### src/design/ccff_pkg.sv
// Shared types and constants for the cluster centroid and footprint filter.
// Used by ccff_divider and cluster_centroid_footprint_filter_unit; no dependencies.
`default_nettype none

package ccff_pkg;

    localparam int COORD_WIDTH = 16;
    localparam int SUM_WIDTH   = 32;
    localparam int CNT_WIDTH   = 16;
    localparam int QBIT_WIDTH  = $clog2(SUM_WIDTH);
    localparam int AREA_WIDTH  = 2 * COORD_WIDTH + 1;
    localparam int HGT_WIDTH   = 16;
    localparam int OUT_WIDTH   = 16;
    localparam int APB_AW      = 4;
    localparam int APB_DW      = 64;

    localparam logic [CNT_WIDTH-1:0] MAX_CLUSTER_POINTS = 16'd65535;

    localparam logic signed [COORD_WIDTH-1:0] COORD_MAXV = {1'b0, {(COORD_WIDTH-1){1'b1}}};
    localparam logic signed [COORD_WIDTH-1:0] COORD_MINV = {1'b1, {(COORD_WIDTH-1){1'b0}}};

    localparam logic signed [HGT_WIDTH-1:0] HEIGHT_LIMIT_RST    = 16'sd20;
    localparam logic [AREA_WIDTH-1:0]       FOOTPRINT_LIMIT_RST = 33'd200000;

    typedef enum logic {
        REG_HEIGHT_LIMIT    = 1'b0,
        REG_FOOTPRINT_LIMIT = 1'b1
    } t_reg_idx;

    typedef struct packed {
        logic signed [COORD_WIDTH-1:0] point_x;
        logic signed [COORD_WIDTH-1:0] point_y;
        logic signed [COORD_WIDTH-1:0] point_z;
        logic                          last_point;
    } t_point;

    typedef struct packed {
        logic signed [OUT_WIDTH-1:0] centroid_x;
        logic signed [OUT_WIDTH-1:0] centroid_y;
        logic signed [OUT_WIDTH-1:0] centroid_z;
    } t_centroid;

endpackage

`default_nettype wire

### src/design/ccff_divider.sv
// Bit-serial restoring divider, one quotient bit per cycle, unsigned operands.
// Depends on ccff_pkg for the sum and count widths.
`default_nettype none

module ccff_divider (
    input  wire logic                               i_clk,
    input  wire logic                               i_rst_n,
    input  wire logic                               i_start,
    input  wire logic [ccff_pkg::SUM_WIDTH-1:0]     i_dividend,
    input  wire logic [ccff_pkg::CNT_WIDTH-1:0]     i_divisor,
    output logic                                    o_done,
    output logic [ccff_pkg::SUM_WIDTH-1:0]          o_quotient
);

    logic                               r_busy;
    logic                               r_done;
    logic [ccff_pkg::QBIT_WIDTH-1:0]    r_bit;
    logic [ccff_pkg::SUM_WIDTH-1:0]     r_dq;
    logic [ccff_pkg::CNT_WIDTH-1:0]     r_rem;
    logic [ccff_pkg::CNT_WIDTH-1:0]     r_dvs;

    logic [ccff_pkg::CNT_WIDTH:0]       w_rem_sh;
    logic                               w_ge;
    logic [ccff_pkg::CNT_WIDTH:0]       w_diff;
    logic [ccff_pkg::CNT_WIDTH-1:0]     n_rem;

    assign w_rem_sh = {r_rem, r_dq[ccff_pkg::SUM_WIDTH-1]};
    assign w_ge     = (w_rem_sh >= {1'b0, r_dvs});
    assign w_diff   = w_rem_sh - {1'b0, r_dvs};
    assign n_rem    = w_ge ? w_diff[ccff_pkg::CNT_WIDTH-1:0]
                           : w_rem_sh[ccff_pkg::CNT_WIDTH-1:0];

    always_ff @(posedge i_clk) begin
        if (!i_rst_n) begin
            r_busy <= 1'b0;
            r_done <= 1'b0;
            r_bit  <= '0;
        end else begin
            r_done <= 1'b0;
            if (i_start) begin
                r_busy <= 1'b1;
                r_bit  <= '0;
            end else if (r_busy) begin
                r_bit <= r_bit + 1'b1;
                if (r_bit == ccff_pkg::QBIT_WIDTH'(ccff_pkg::SUM_WIDTH - 1)) begin
                    r_busy <= 1'b0;
                    r_done <= 1'b1;
                end
            end
        end
    end

    always_ff @(posedge i_clk) begin
        if (i_start) begin
            r_dq  <= i_dividend;
            r_dvs <= i_divisor;
            r_rem <= '0;
        end else if (r_busy) begin
            r_dq  <= {r_dq[ccff_pkg::SUM_WIDTH-2:0], w_ge};
            r_rem <= n_rem;
        end
    end

    assign o_done     = r_done;
    assign o_quotient = r_dq;

endmodule

`default_nettype wire

### src/design/cluster_centroid_footprint_filter_unit.sv
// Top level of the cluster centroid and footprint filter.
// Depends on ccff_pkg and ccff_divider.
//
// Usage: points of one cluster arrive on the input channel (i_in_valid / o_in_ready,
// payload i_in_point), one transaction per point, last_point set on the final one.
// Points that are not last are taken one per cycle; each updates the running sums,
// the point count (saturating at its limit) and the x and y minimum and maximum.
// After a last point the block stops taking points and runs one shared serial
// divider three times, once per axis, then squares both extents on one multiplier
// and sums the two squares into the footprint.
// If the count is not zero, centroid z is within the height limit and the
// footprint within the area limit, the centroid goes to the output register
// (o_out_valid / i_out_ready, payload o_out_centroid); otherwise nothing is sent.
// The accumulators clear and o_in_ready returns in the next cycle. A stalled receiver
// holds the result in the output register while the next cluster's points are taken;
// only a passing result of that next cluster waits for the register to drain.
// Reset clears the accumulators and the output valid flag, and sets both limits to
// their defaults. The APB port writes the height limit at 0x0 and the footprint
// limit at 0x8; pready is always high.
`default_nettype none

module cluster_centroid_footprint_filter_unit (
    input  wire logic                               i_clk,
    input  wire logic                               i_rst_n,
    input  wire logic                               i_in_valid,
    output logic                                    o_in_ready,
    input  wire ccff_pkg::t_point                   i_in_point,
    output logic                                    o_out_valid,
    input  wire logic                               i_out_ready,
    output ccff_pkg::t_centroid                     o_out_centroid,
    input  wire logic                               psel,
    input  wire logic                               penable,
    input  wire logic                               pwrite,
    input  wire logic [ccff_pkg::APB_AW-1:0]        paddr,
    input  wire logic [ccff_pkg::APB_DW-1:0]        pwdata,
    output logic [ccff_pkg::APB_DW-1:0]             prdata,
    output logic                                    pready
);

    typedef enum logic [5:0] {
        S_IDLE = 6'b000001,
        S_LOAD = 6'b000010,
        S_DIV  = 6'b000100,
        S_SQX  = 6'b001000,
        S_SQY  = 6'b010000,
        S_EMIT = 6'b100000
    } t_state;

    localparam int CW = ccff_pkg::COORD_WIDTH;
    localparam int SW = ccff_pkg::SUM_WIDTH;

    t_state                             r_state;
    logic [1:0]                         r_axis;
    logic                               r_neg;

    logic signed [SW-1:0]               r_sum_x;
    logic signed [SW-1:0]               r_sum_y;
    logic signed [SW-1:0]               r_sum_z;
    logic [ccff_pkg::CNT_WIDTH-1:0]     r_count;
    logic signed [CW-1:0]               r_min_x;
    logic signed [CW-1:0]               r_max_x;
    logic signed [CW-1:0]               r_min_y;
    logic signed [CW-1:0]               r_max_y;

    logic signed [ccff_pkg::OUT_WIDTH-1:0] r_cx;
    logic signed [ccff_pkg::OUT_WIDTH-1:0] r_cy;
    logic signed [ccff_pkg::OUT_WIDTH-1:0] r_cz;
    logic [2*CW-1:0]                    r_prod;
    logic [2*CW-1:0]                    r_area;

    logic signed [ccff_pkg::HGT_WIDTH-1:0] r_height;
    logic [ccff_pkg::AREA_WIDTH-1:0]    r_fp_limit;

    logic                               r_out_valid;
    ccff_pkg::t_centroid                r_out;

    logic                               w_in_fire;
    logic                               w_upd;
    logic signed [SW-1:0]               w_sel_sum;
    logic [SW-1:0]                      w_mag;
    logic                               w_div_done;
    logic [SW-1:0]                      w_quot;
    logic [ccff_pkg::OUT_WIDTH-1:0]     w_q16;
    logic [ccff_pkg::OUT_WIDTH-1:0]     w_cval;
    logic [CW:0]                        w_dx;
    logic [CW:0]                        w_dy;
    logic [CW-1:0]                      w_ext;
    logic [2*CW-1:0]                    w_sq;
    logic [ccff_pkg::AREA_WIDTH-1:0]    w_area;
    logic                               w_pass;
    logic                               w_slot_free;
    logic                               w_cfg_wr;

    assign o_in_ready = (r_state == S_IDLE);
    assign w_in_fire  = i_in_valid && o_in_ready;
    assign w_upd      = (r_count < ccff_pkg::MAX_CLUSTER_POINTS);

    always_comb begin
        case (r_axis)
            2'd0:    w_sel_sum = r_sum_x;
            2'd1:    w_sel_sum = r_sum_y;
            default: w_sel_sum = r_sum_z;
        endcase
    end

    assign w_mag = w_sel_sum[SW-1] ? SW'(-w_sel_sum) : SW'(w_sel_sum);

    ccff_divider u_div (
        .i_clk      (i_clk),
        .i_rst_n    (i_rst_n),
        .i_start    (r_state == S_LOAD),
        .i_dividend (w_mag),
        .i_divisor  (r_count),
        .o_done     (w_div_done),
        .o_quotient (w_quot)
    );

    assign w_q16  = w_quot[ccff_pkg::OUT_WIDTH-1:0];
    assign w_cval = r_neg ? (~w_q16 + 1'b1) : w_q16;

    assign w_dx  = {r_max_x[CW-1], r_max_x} - {r_min_x[CW-1], r_min_x};
    assign w_dy  = {r_max_y[CW-1], r_max_y} - {r_min_y[CW-1], r_min_y};
    always_comb begin
        if (r_state == S_SQX) begin
            w_ext = w_dx[CW] ? '0 : w_dx[CW-1:0];
        end else begin
            w_ext = w_dy[CW] ? '0 : w_dy[CW-1:0];
        end
    end
    assign w_sq = w_ext * w_ext;

    assign w_area      = {1'b0, r_area} + {1'b0, r_prod};
    assign w_pass      = (r_cz <= r_height) && (w_area <= r_fp_limit) && (r_count != '0);
    assign w_slot_free = !r_out_valid || i_out_ready;

    always_ff @(posedge i_clk) begin
        if (!i_rst_n) begin
            r_state     <= S_IDLE;
            r_axis      <= 2'd0;
            r_out_valid <= 1'b0;
            r_sum_x     <= '0;
            r_sum_y     <= '0;
            r_sum_z     <= '0;
            r_count     <= '0;
            r_min_x     <= ccff_pkg::COORD_MAXV;
            r_max_x     <= ccff_pkg::COORD_MINV;
            r_min_y     <= ccff_pkg::COORD_MAXV;
            r_max_y     <= ccff_pkg::COORD_MINV;
        end else begin
            if (r_out_valid && i_out_ready) begin
                r_out_valid <= 1'b0;
            end
            case (r_state)
                S_IDLE: begin
                    if (w_in_fire) begin
                        if (w_upd) begin
                            r_sum_x <= r_sum_x + {{(SW-CW){i_in_point.point_x[CW-1]}},
                                                  i_in_point.point_x};
                            r_sum_y <= r_sum_y + {{(SW-CW){i_in_point.point_y[CW-1]}},
                                                  i_in_point.point_y};
                            r_sum_z <= r_sum_z + {{(SW-CW){i_in_point.point_z[CW-1]}},
                                                  i_in_point.point_z};
                            r_count <= r_count + 1'b1;
                            if (i_in_point.point_x < r_min_x) r_min_x <= i_in_point.point_x;
                            if (i_in_point.point_x > r_max_x) r_max_x <= i_in_point.point_x;
                            if (i_in_point.point_y < r_min_y) r_min_y <= i_in_point.point_y;
                            if (i_in_point.point_y > r_max_y) r_max_y <= i_in_point.point_y;
                        end
                        if (i_in_point.last_point) begin
                            r_axis  <= 2'd0;
                            r_state <= S_LOAD;
                        end
                    end
                end
                S_LOAD: begin
                    r_state <= S_DIV;
                end
                S_DIV: begin
                    if (w_div_done) begin
                        if (r_axis == 2'd2) begin
                            r_state <= S_SQX;
                        end else begin
                            r_axis  <= r_axis + 1'b1;
                            r_state <= S_LOAD;
                        end
                    end
                end
                S_SQX: begin
                    r_state <= S_SQY;
                end
                S_SQY: begin
                    r_state <= S_EMIT;
                end
                S_EMIT: begin
                    if (!w_pass || w_slot_free) begin
                        if (w_pass) begin
                            r_out_valid <= 1'b1;
                        end
                        r_sum_x <= '0;
                        r_sum_y <= '0;
                        r_sum_z <= '0;
                        r_count <= '0;
                        r_min_x <= ccff_pkg::COORD_MAXV;
                        r_max_x <= ccff_pkg::COORD_MINV;
                        r_min_y <= ccff_pkg::COORD_MAXV;
                        r_max_y <= ccff_pkg::COORD_MINV;
                        r_state <= S_IDLE;
                    end
                end
                default: begin
                    r_state <= S_IDLE;
                end
            endcase
        end
    end

    always_ff @(posedge i_clk) begin
        if (r_state == S_LOAD) begin
            r_neg <= w_sel_sum[SW-1];
        end
        if (r_state == S_DIV && w_div_done) begin
            case (r_axis)
                2'd0:    r_cx <= w_cval;
                2'd1:    r_cy <= w_cval;
                default: r_cz <= w_cval;
            endcase
        end
        if (r_state == S_SQX) begin
            r_area <= w_sq;
        end
        if (r_state == S_SQY) begin
            r_prod <= w_sq;
        end
        if (r_state == S_EMIT && w_pass && w_slot_free) begin
            r_out.centroid_x <= r_cx;
            r_out.centroid_y <= r_cy;
            r_out.centroid_z <= r_cz;
        end
    end

    assign o_out_valid    = r_out_valid;
    assign o_out_centroid = r_out;

    assign w_cfg_wr = psel && penable && pwrite && pready;

    always_ff @(posedge i_clk) begin
        if (!i_rst_n) begin
            r_height   <= ccff_pkg::HEIGHT_LIMIT_RST;
            r_fp_limit <= ccff_pkg::FOOTPRINT_LIMIT_RST;
        end else if (w_cfg_wr) begin
            case (ccff_pkg::t_reg_idx'(paddr[3]))
                ccff_pkg::REG_HEIGHT_LIMIT: begin
                    r_height <= pwdata[ccff_pkg::HGT_WIDTH-1:0];
                end
                ccff_pkg::REG_FOOTPRINT_LIMIT: begin
                    r_fp_limit <= pwdata[ccff_pkg::AREA_WIDTH-1:0];
                end
                default: begin
                    r_height <= r_height;
                end
            endcase
        end
    end

    always_comb begin
        case (ccff_pkg::t_reg_idx'(paddr[3]))
            ccff_pkg::REG_HEIGHT_LIMIT: begin
                prdata = {{(ccff_pkg::APB_DW-ccff_pkg::HGT_WIDTH)
                           {r_height[ccff_pkg::HGT_WIDTH-1]}}, r_height};
            end
            ccff_pkg::REG_FOOTPRINT_LIMIT: begin
                prdata = {{(ccff_pkg::APB_DW-ccff_pkg::AREA_WIDTH){1'b0}}, r_fp_limit};
            end
            default: begin
                prdata = '0;
            end
        endcase
    end

    assign pready = 1'b1;

endmodule

`default_nettype wire

### config.mk
export PLATFORM = sky130hd
export DESIGN_NAME = cluster_centroid_footprint_filter_unit
export DESIGN_NICKNAME = d
export VERILOG_FILES = /design/src/design/ccff_pkg.sv /design/src/design/ccff_divider.sv /design/src/design/cluster_centroid_footprint_filter_unit.sv
export SDC_FILE = /design/constraint.sdc
export NUM_CORES = 2
export LEC_CHECK = 0
export BUFFER_PORTS_ARGS = -buffer_cell sky130_fd_sc_hd__buf_2
export CAP_MARGIN = 0
export CELL_PAD_IN_SITES_DETAIL_PLACEMENT = 1
export CELL_PAD_IN_SITES_GLOBAL_PLACEMENT = 2
export CORE_MARGIN = 2
export CORE_UTILIZATION = 42
export CTS_CLUSTER_DIAMETER = 150
export DETAILED_ROUTE_END_ITERATION = 8
export MAX_ROUTING_LAYER = met4
export PLACE_DENSITY_LB_ADDON = 0.1
export SYNTH_ARGS = -nofsm -noshare
export SYNTH_HDL_FRONTEND = slang
export SYNTH_SLANG_ARGS = --single-unit
### constraint.sdc
create_clock -name i_clk -period 27.8 [get_ports i_clk]
set_input_delay 1.39 -clock i_clk [delete_from_list [all_inputs] [get_ports i_clk]]
set_output_delay 1.39 -clock i_clk [all_outputs]
set_load 0.1 [all_outputs]
# After elaboration in Yosys (flattened, before gate mapping)
# Index checks and enable logic that the tools add are counted.
[word_totals]
mem_count = 0
romBits = 0
ramBits = 0
latchBits = 0
input_bits = 124
reg_bits = 466
word_cells = 167
out_inout_bits = 115
[op_classes]
muxes = 61
shift = 0
div_mod_pow = 0
n_mul = 1
bitwise_logic = 5
reduce_logical = 33
n_eq_ne = 19
add_sub_neg = 12
n_lt_le_gt_ge = 8
[ops]
columns = ["cell", "n"]
rows = [
  ["2-to-1 mux 16 bit", 22],
  ["2-to-1 mux 32 bit", 10],
  ["one-hot mux 32 bit (2 select lines)", 4],
  ["one-hot mux 16 bit (2 select lines)", 5],
  ["one-hot mux 64 bit (2 select lines)", 1],
  ["adder 32 bit", 3],
  ["one-hot mux 6 bit (6 select lines)", 1],
  ["subtractor 16 x 16 -> 17 bit", 2],
  ["adder 32 x 32 -> 33 bit", 1],
  ["less-or-equal comparator 33 bit", 1],
  ["adder 16 x 1 -> 16 bit, second input constant", 2],
  ["> comparator 16 bit", 2],
  ["< comparator 16 bit", 2],
  ["multiplier 16 x 16 -> 32 bit", 1],
  ["negator 32 bit", 1],
  ["AND reduction 5 bit", 5],
  ["2-to-1 mux 6 bit", 4],
  ["greater-or-equal comparator 17 x 16 -> 1 bit", 1],
  ["less-or-equal comparator 16 bit", 1],
  ["< comparator 16 bit, second input constant", 1],
  ["inequality test 2 x 1 -> 1 bit, second input constant", 8],
  ["NOT 16 bit", 1],
  ["nonzero test 16 bit", 1],
  ["subtractor 16 bit", 1],
  ["other kinds (26)", 58],
]

# Logic depth before layout (Yosys ltp)
[depth]
depth_word = 8
ltp_mapped = 37

# Hierarchy
# From an unflattened synthesis, not the netlist that was laid out.
[unflattened]
hier_cells = 4096
hier_area_um2 = 37004.2
[modules_own_cells]
columns = ["module", "area_per_inst_um2", "cells_per_inst", "seq_area_each_um2", "n_inst"]
rows = [
  ["cluster_centroid_footprint_filter_unit", 33141.8, 3748, 9459.1, 1],
  ["ccff_divider", 3862.5, 348, 1901.8, 1],
]

# Worst setup path after synthesis
# Ideal clock, no wire load.
[synth_path]
kind = "reg-to-reg"
from = "register r_max_y[0]"
to = "register r_area[31], data pin"
t_required_ns = 27.529
n_path_buf = 2
arrival_time_ns = 8.787
path_stages_with_launch = 36
period_less_slack_ns = 9.058
path_slack_ns = 18.742
cell_sequence = "dfxtp_1 > inv_1 > ha_1 > fa_1 > nor2b_1 > o21ai_0 > a21boi_1 > o31ai_1 > a211oi_1 > o21ai_0 > a21oi_1 > buf_2 > a22o_1 > buf_2 > nand2_1 > fa_1 > fa_1 > inv_1 > fa_1 > inv_1 > fa_1 > inv_1 > fa_1 > inv_1 > fa_1 > inv_1 > ha_1 > a21o_1 > a21o_1 > a21oi_1 > a31oi_1 > a211o_1 > a221o_1 > or4_1 > a31oi_1 > xnor3_1"
[synth_via]
elab_chain_len = 4
[synth_lines]
columns = ["element", "line_no", "source"]
rows = [
  ["start: declaration", "cluster_centroid_footprint_filter_unit.sv:63", "logic signed [CW-1:0] r_max_y;"],
  ["start signal: assignment", "cluster_centroid_footprint_filter_unit.sv:148", "r_max_y <= ccff_pkg::COORD_MINV;"],
  ["start signal: assignment", "cluster_centroid_footprint_filter_unit.sv:167", "if (i_in_point.point_y > r_max_y) r_max_y <= i_in_point.point_y;"],
  ["start signal: assignment", "cluster_centroid_footprint_filter_unit.sv:206", "r_max_y <= ccff_pkg::COORD_MINV;"],
  ["subtractor 16 x 16 -> 17 bit", "cluster_centroid_footprint_filter_unit.sv:122", "assign w_dy = {r_max_y[CW-1], r_max_y} - {r_min_y[CW-1], r_min_y};"],
  ["2-to-1 mux 16 bit", "cluster_centroid_footprint_filter_unit.sv:127", "w_ext = w_dy[CW] ? '0 : w_dy[CW-1:0];"],
  ["2-to-1 mux 16 bit", "cluster_centroid_footprint_filter_unit.sv:124", "if (r_state == S_SQX) begin"],
  ["multiplier 16 x 16 -> 32 bit", "cluster_centroid_footprint_filter_unit.sv:130", "assign w_sq = w_ext * w_ext;"],
  ["net w_sq[31]", "cluster_centroid_footprint_filter_unit.sv:88", "logic [2*CW-1:0] w_sq;"],
  ["end signal: assignment", "cluster_centroid_footprint_filter_unit.sv:229", "r_area <= w_sq;"],
  ["end: declaration", "cluster_centroid_footprint_filter_unit.sv:69", "logic [2*CW-1:0] r_area;"],
]
# The timed path passes the listed nets, and every way through them passes these cells.
# A chain may end at the register's enable or synchronous reset.

# Worst setup path in the final report
[layout_path]
from = "register r_max_x[0]"
to = "register r_prod[25], data pin"
[layout_via]
elab_chain_len = 4
[layout_lines]
columns = ["element", "line_no", "source"]
rows = [
  ["start: declaration", "cluster_centroid_footprint_filter_unit.sv:61", "logic signed [CW-1:0] r_max_x;"],
  ["start signal: assignment", "cluster_centroid_footprint_filter_unit.sv:146", "r_max_x <= ccff_pkg::COORD_MINV;"],
  ["start signal: assignment", "cluster_centroid_footprint_filter_unit.sv:165", "if (i_in_point.point_x > r_max_x) r_max_x <= i_in_point.point_x;"],
  ["start signal: assignment", "cluster_centroid_footprint_filter_unit.sv:204", "r_max_x <= ccff_pkg::COORD_MINV;"],
  ["subtractor 16 x 16 -> 17 bit", "cluster_centroid_footprint_filter_unit.sv:121", "assign w_dx = {r_max_x[CW-1], r_max_x} - {r_min_x[CW-1], r_min_x};"],
  ["2-to-1 mux 16 bit", "cluster_centroid_footprint_filter_unit.sv:125", "w_ext = w_dx[CW] ? '0 : w_dx[CW-1:0];"],
  ["2-to-1 mux 16 bit", "cluster_centroid_footprint_filter_unit.sv:124", ""],
  ["multiplier 16 x 16 -> 32 bit", "cluster_centroid_footprint_filter_unit.sv:130", ""],
  ["net w_sq[25]", "cluster_centroid_footprint_filter_unit.sv:88", ""],
  ["end signal: assignment", "cluster_centroid_footprint_filter_unit.sv:232", "r_prod <= w_sq;"],
  ["end: declaration", "cluster_centroid_footprint_filter_unit.sv:68", "logic [2*CW-1:0] r_prod;"],
]
# The timed path passes the listed nets, and every way through them passes these cells.

==> impl_metrics.xml <==
<?xml version="1.0" encoding="UTF-8"?>
<metrics>
  <group name="detailed_routing">
    <metric name="num_vias" unit="">30200</metric>
    <metric name="post_drt_antenna_nets" unit="">0</metric>
    <metric name="vias_per_cell" unit="">5.53</metric>
    <metric name="wl_per_cell" unit="microns">20.1</metric>
    <metric name="drt_iter0_markers" unit="">1701</metric>
    <metric name="routed_wl" unit="mm">110</metric>
    <metric name="drc" unit="">0</metric>
    <metric name="drt_first_pass_iters" unit="">6</metric>
  </group>
  <group name="power_and_ir_drop">
    <metric name="vdd.ir_drop.worst" unit="mV">0.0649</metric>
    <metric name="p_comb_share" unit="%">50.3</metric>
    <metric name="power.switching" unit="mW">1.54</metric>
    <metric name="report.power.total" unit="mW">3.53</metric>
    <metric name="net_switching_share_of_the_total_power" unit="%">43.6</metric>
    <metric name="clockPowerShare" unit="%">22.5</metric>
    <metric name="leakagePower" unit="nW">18.4</metric>
    <metric name="power-per-cell-area" unit="nW/um^2">86.9</metric>
    <metric name="power_report.internal_total" unit="mW">1.99</metric>
    <metric name="power.share.sequential" unit="%">27.3</metric>
  </group>
  <group name="place">
    <metric name="place.gp.congestion" unit="">0.854</metric>
    <metric name="pre_cts_ws" unit="ns">17.34</metric>
    <metric name="detailedPlacementHpwl" unit="mm">83.4</metric>
    <metric name="place_area" unit="sq um">38600</metric>
    <metric name="placed_cells_incl_taps" unit="">5347</metric>
    <metric name="placement.io_buffers" unit="">203</metric>
  </group>
  <group name="sta">
    <metric name="grt_setup_unrepaired" unit="">false</metric>
    <metric name="finalSetupViolCount" unit="">0</metric>
    <metric name="fin_ws" unit="ns">17.21</metric>
    <metric name="clock-skew-final" unit="ns">0.0311</metric>
    <metric name="timing.hold.ws" unit="ns">0.422</metric>
    <metric name="finalCritPeriodShare" unit="%">38.1</metric>
    <metric name="worst-slew-pin-transition" unit="ns">1.08</metric>
    <metric name="slew_violations" unit="">0</metric>
    <metric name="timing.fmax" unit="GHz">0.0945</metric>
    <metric name="post-route-min-period" unit="ns">10.59</metric>
    <metric name="worst_slew_margin_rel" unit="%">28.0</metric>
    <metric name="timing_hold_violations_final" unit="">0</metric>
    <metric name="setup_total_negative_slack" unit="ns">0</metric>
  </group>
  <group name="worst_hold_path">
    <metric name="min_path_cells" unit="">0</metric>
    <metric name="min_delay_worst_endpoint" unit="">o_out_centroid[29]</metric>
    <metric name="holdCritPathClass" unit="">reg -&gt; reg</metric>
    <metric name="hold_path_startpoint" unit="">r_cy[13]</metric>
  </group>
  <group name="grt">
    <metric name="grt_antenna_before_repair" unit="">10</metric>
    <metric name="first_global_vias" unit="">30700</metric>
    <metric name="grt_max_degree" unit="">73</metric>
    <metric name="grt_overflow" unit="">0</metric>
    <metric name="grt_first_pass_wirelength" unit="mm">174</metric>
    <metric name="track_usage" unit="%">25.1</metric>
  </group>
  <group name="clock_network">
    <metric name="cts_htree_levels" unit="">2</metric>
    <metric name="cts_inserted_buffers" unit="">56</metric>
    <metric name="worst_setup_hold_path_clk_slew" unit="ns">0.06</metric>
    <metric name="cts_hold_buffers" unit="">0</metric>
    <metric name="cts_tree" unit="">built</metric>
    <metric name="post-cts-setup-buffer-count" unit="">0</metric>
    <metric name="cts.path.max_buffers" unit="">3</metric>
    <metric name="worst_skew_pair.late_latency" unit="ns">0.66</metric>
    <metric name="ctsRootBufferMaster" unit="">sky130_fd_sc_hd__clkbuf_16</metric>
    <metric name="clk_sinks" unit="">464</metric>
    <metric name="post_cts_resized" unit="">0</metric>
  </group>
  <group name="die">
    <metric name="floorplan.initialDensity" unit="%">42.3</metric>
    <metric name="num_rows" unit="">108</metric>
    <metric name="core_region_area" unit="sq um">86600</metric>
    <metric name="num_io_pins" unit="">239</metric>
    <metric name="die_area" unit="sq um">89600</metric>
    <metric name="fp.dieH" unit="microns">299</metric>
    <metric name="fp.dieW" unit="microns">299</metric>
  </group>
  <group name="synth">
    <metric name="synth.area.top_cells" unit="">sky130_fd_sc_hd__edfxtp_1 17%, sky130_fd_sc_hd__dfxtp_1 14%, sky130_fd_sc_hd__ha_1 13%</metric>
    <metric name="async_flop_share" unit="%">0</metric>
    <metric name="synth_warnings" unit="">0</metric>
    <metric name="synth_nets" unit="">4813</metric>
    <metric name="post_synth_instance_area" unit="sq um">36600</metric>
    <metric name="synth_enable_flop_cells" unit="">207</metric>
    <metric name="cells_after_synth" unit="">4129</metric>
    <metric name="cell_type_with_the_largest_total_area_after_synthesis" unit="">sky130_fd_sc_hd__edfxtp_1</metric>
    <metric name="seq_area_frac_synth" unit="%">31.0</metric>
    <metric name="postSynthRegisterBits" unit="">464</metric>
    <metric name="postSynth.topFlopCell" unit="">sky130_fd_sc_hd__dfxtp_1</metric>
    <metric name="cell_variety_after_synth" unit="">89</metric>
    <metric name="post_synth.cell_area_avg" unit="sq um">8.87</metric>
    <metric name="synth_largest_type_area_fraction" unit="%">17.0</metric>
  </group>
  <group name="status">
    <metric name="status" unit="">finished clean</metric>
  </group>
  <group name="final_layout">
    <metric name="drive_gt1_share" unit="%">8.87</metric>
    <metric name="stdcell_area" unit="sq um">40600</metric>
    <metric name="postLayoutCoreUtil" unit="%">46.8</metric>
    <metric name="area_growth" unit="%">10.8</metric>
    <metric name="layoutNonFillerInstCount" unit="">5459</metric>
    <metric name="fin_nets" unit="">4934</metric>
  </group>
  <group name="worst_setup_path">
    <metric name="reg2reg_slack" unit="ns">17.21</metric>
    <metric name="largest_fanout_of_any_net_on_the_critical_path" unit="">18</metric>
    <metric name="worst_ep_required_time" unit="ns">28.09</metric>
    <metric name="cp.arrival" unit="ns">10.88</metric>
    <metric name="regToRegStartpoint" unit="">r_max_x[0]</metric>
    <metric name="critical_path.most_common_cell" unit="">sky130_fd_sc_hd__fa_1</metric>
    <metric name="timing.critical_path.slowest_cell_delay" unit="ns">0.86</metric>
    <metric name="worst_setup_path_end_kind" unit="">register</metric>
    <metric name="critPathSlowestCell" unit="">sky130_fd_sc_hd__o311ai_0</metric>
    <metric name="timing.rr.end" unit="">r_prod[25]</metric>
    <metric name="launching_element_type_of_the_critical_path" unit="">register</metric>
    <metric name="crit_type" unit="">reg -&gt; reg</metric>
    <metric name="timing.reg2reg.worst_path_depth" unit="">31</metric>
  </group>
  <group name="job">
    <metric name="max-cap-violations" unit="">0</metric>
  </group>
</metrics>
-- cell usage after synthesis (10+ instances only) --
| cell type | number |
|---|---|
| sky130_fd_sc_hd__mux2i_1 | 25 |
| sky130_fd_sc_hd__xnor2_1 | 138 |
| sky130_fd_sc_hd__clkbuf_1 | 105 |
| sky130_fd_sc_hd__dfxtp_1 | 257 |
| sky130_fd_sc_hd__xor2_1 | 68 |
| sky130_fd_sc_hd__nor2_1 | 224 |
| sky130_fd_sc_hd__or3_1 | 27 |
| sky130_fd_sc_hd__o21bai_1 | 24 |
| sky130_fd_sc_hd__o21ai_0 | 252 |
| sky130_fd_sc_hd__buf_2 | 35 |
| sky130_fd_sc_hd__a211oi_1 | 27 |
| sky130_fd_sc_hd__a21o_1 | 117 |
| sky130_fd_sc_hd__a22oi_1 | 11 |
| sky130_fd_sc_hd__edfxtp_1 | 207 |
| sky130_fd_sc_hd__o21a_1 | 35 |
| sky130_fd_sc_hd__a31oi_1 | 30 |
| sky130_fd_sc_hd__nand3_1 | 95 |
| sky130_fd_sc_hd__nand2_1 | 451 |
| sky130_fd_sc_hd__fa_1 | 169 |
| sky130_fd_sc_hd__nand4_1 | 71 |
| sky130_fd_sc_hd__nor3_1 | 63 |
| sky130_fd_sc_hd__nor4_1 | 33 |
| sky130_fd_sc_hd__a21oi_1 | 331 |
| sky130_fd_sc_hd__a21boi_0 | 13 |
| sky130_fd_sc_hd__or2_2 | 11 |
| sky130_fd_sc_hd__o31ai_1 | 19 |
| sky130_fd_sc_hd__inv_1 | 446 |
| sky130_fd_sc_hd__a22o_1 | 42 |
| sky130_fd_sc_hd__and4_1 | 11 |
| sky130_fd_sc_hd__o31a_1 | 13 |
| sky130_fd_sc_hd__nor2b_1 | 41 |
| sky130_fd_sc_hd__nand2b_1 | 36 |
| sky130_fd_sc_hd__and3_1 | 28 |
| sky130_fd_sc_hd__o211ai_1 | 29 |
| sky130_fd_sc_hd__or4_1 | 12 |
| sky130_fd_sc_hd__ha_1 | 391 |
| sky130_fd_sc_hd__a211o_1 | 10 |
| sky130_fd_sc_hd__nand3b_1 | 12 |
| sky130_fd_sc_hd__and2_1 | 47 |
| sky130_fd_sc_hd__buf_4 | 31 |
-- cell families (layout without fill, tap and decap cells) --
kind of cell | count (synthesis) | count (layout) | share of synthesized area, %
and+or+nand+nor | 1194 | 1194 | 15.6
AOI/OAI and AO/OA | 1045 | 1045 | 18.1
buffers and inverters | 631 | 799 | 6.91
adders and majority gates | 560 | 560 | 22.6
DFF | 464 | 464 | 31.0
xor gates and xnor gates | 207 | 207 | 4.99
muxes | 27 | 27 | 0.745
other | 1 | 8 | 0.0102
-- metal layers --
| layer | share of wire (%) | global-route usage, % |
|---|---|---|
| met5 | 0 | - |
| met4 | 1.5 | 4.65 |
| met3 | 4.5 | 2.99 |
| met2 | 44 | 38.9 |
| met1 | 50 | 35.6 |
-- worst max-delay path, delay by kind of cell, from the launching register on --
| kind | cells | cell delay, ns |
|---|---|---|
| compound gates | 11 | 4.35 |
| fa+ha+maj | 9 | 4.10 |
| buf+inv | 6 | 0.31 |
| flops | 1 | 0.36 |
| simple gates | 5 | 1.10 |
-- worst max path at each step --
stage	start	to	slack, ns	cells after the start
detailed placement	r_max_x[0]	r_area[31]	17.34	32
finish	r_max_x[0]	r_prod[25]	17.21	31
floorplan	r_max_y[0]	r_area[31]	18.74	35
CTS	r_max_x[0]	r_prod[31]	17.29	32
global placement	r_max_x[0]	r_area[31]	17.40	32
global route	r_max_x[0]	r_prod[25]	16.59	32
-- final cells by class --
| class | count | area (sq um) |
|---|---|---|
| timing repair buffer | 242 | 1310 |
| sequential | 464 | 11400 |
| clock buffer | 66 | 1470 |
| multi-input combinational | 3034 | 22800 |
| fill | 10200 | 46000 |
| clock inverter | 39 | 507 |
| tap | 1155 | 1450 |
| antenna | 7 | 17.5 |
| inverter | 452 | 1700 |
-- sequential cells by signal, summed over array words and instances (netlist names), 31 cells and up --
name	cells
r_sum_y	32
u_div.o_quotient	32
o_out_centroid	48
r_fp_limit	33
r_sum_x	32
r_prod	31
r_sum_z	32
r_area	31
-- power by group through the flow --
stage	sequential [mW]	clock, mW	combinational (mW)
3_3_place_gp	0.972	0	1.72
3_5_place_dp	0.975	0	1.76
4_1_cts	0.961	0.807	1.78
6_report	0.962	0.792	1.77
5_1_grt	0.975	0.832	2.00
2_1_floorplan	0.926	0	1.31
-- cell usage in the layout (no fill, tap or decap), types with 24 or more instances in the layout --
cell                        Yosys  final
sky130_fd_sc_hd__inv_1        446    445
sky130_fd_sc_hd__buf_4         31     39
sky130_fd_sc_hd__nand3_1       95     95
sky130_fd_sc_hd__nor3_1        63     63
sky130_fd_sc_hd__o21a_1        35     35
sky130_fd_sc_hd__o21bai_1      24     24
sky130_fd_sc_hd__dfxtp_1      257    257
sky130_fd_sc_hd__a21oi_1      331    329
sky130_fd_sc_hd__clkbuf_16      0     56
sky130_fd_sc_hd__edfxtp_1     207    207
sky130_fd_sc_hd__o21ai_0      252    252
sky130_fd_sc_hd__ha_1         391    391
sky130_fd_sc_hd__xnor2_1      138    138
sky130_fd_sc_hd__nor2_1       224    221
sky130_fd_sc_hd__a21o_1       117    117
sky130_fd_sc_hd__buf_2         35    203
sky130_fd_sc_hd__mux2i_1       25     25
sky130_fd_sc_hd__a22o_1        42     42
sky130_fd_sc_hd__xor2_1        68     68
sky130_fd_sc_hd__and3_1        28     28
sky130_fd_sc_hd__o211ai_1      29     29
sky130_fd_sc_hd__nor4_1        33     33
sky130_fd_sc_hd__or3_1         27     27
sky130_fd_sc_hd__nand4_1       71     71
sky130_fd_sc_hd__and2_1        47     46
sky130_fd_sc_hd__a211oi_1      27     27
sky130_fd_sc_hd__a31oi_1       30     30
sky130_fd_sc_hd__nand2_1      451    450
sky130_fd_sc_hd__fa_1         169    169
sky130_fd_sc_hd__nor2b_1       41     40
sky130_fd_sc_hd__nand2b_1      36     36
No activity file was read; power rests on OpenSTA's default activity.
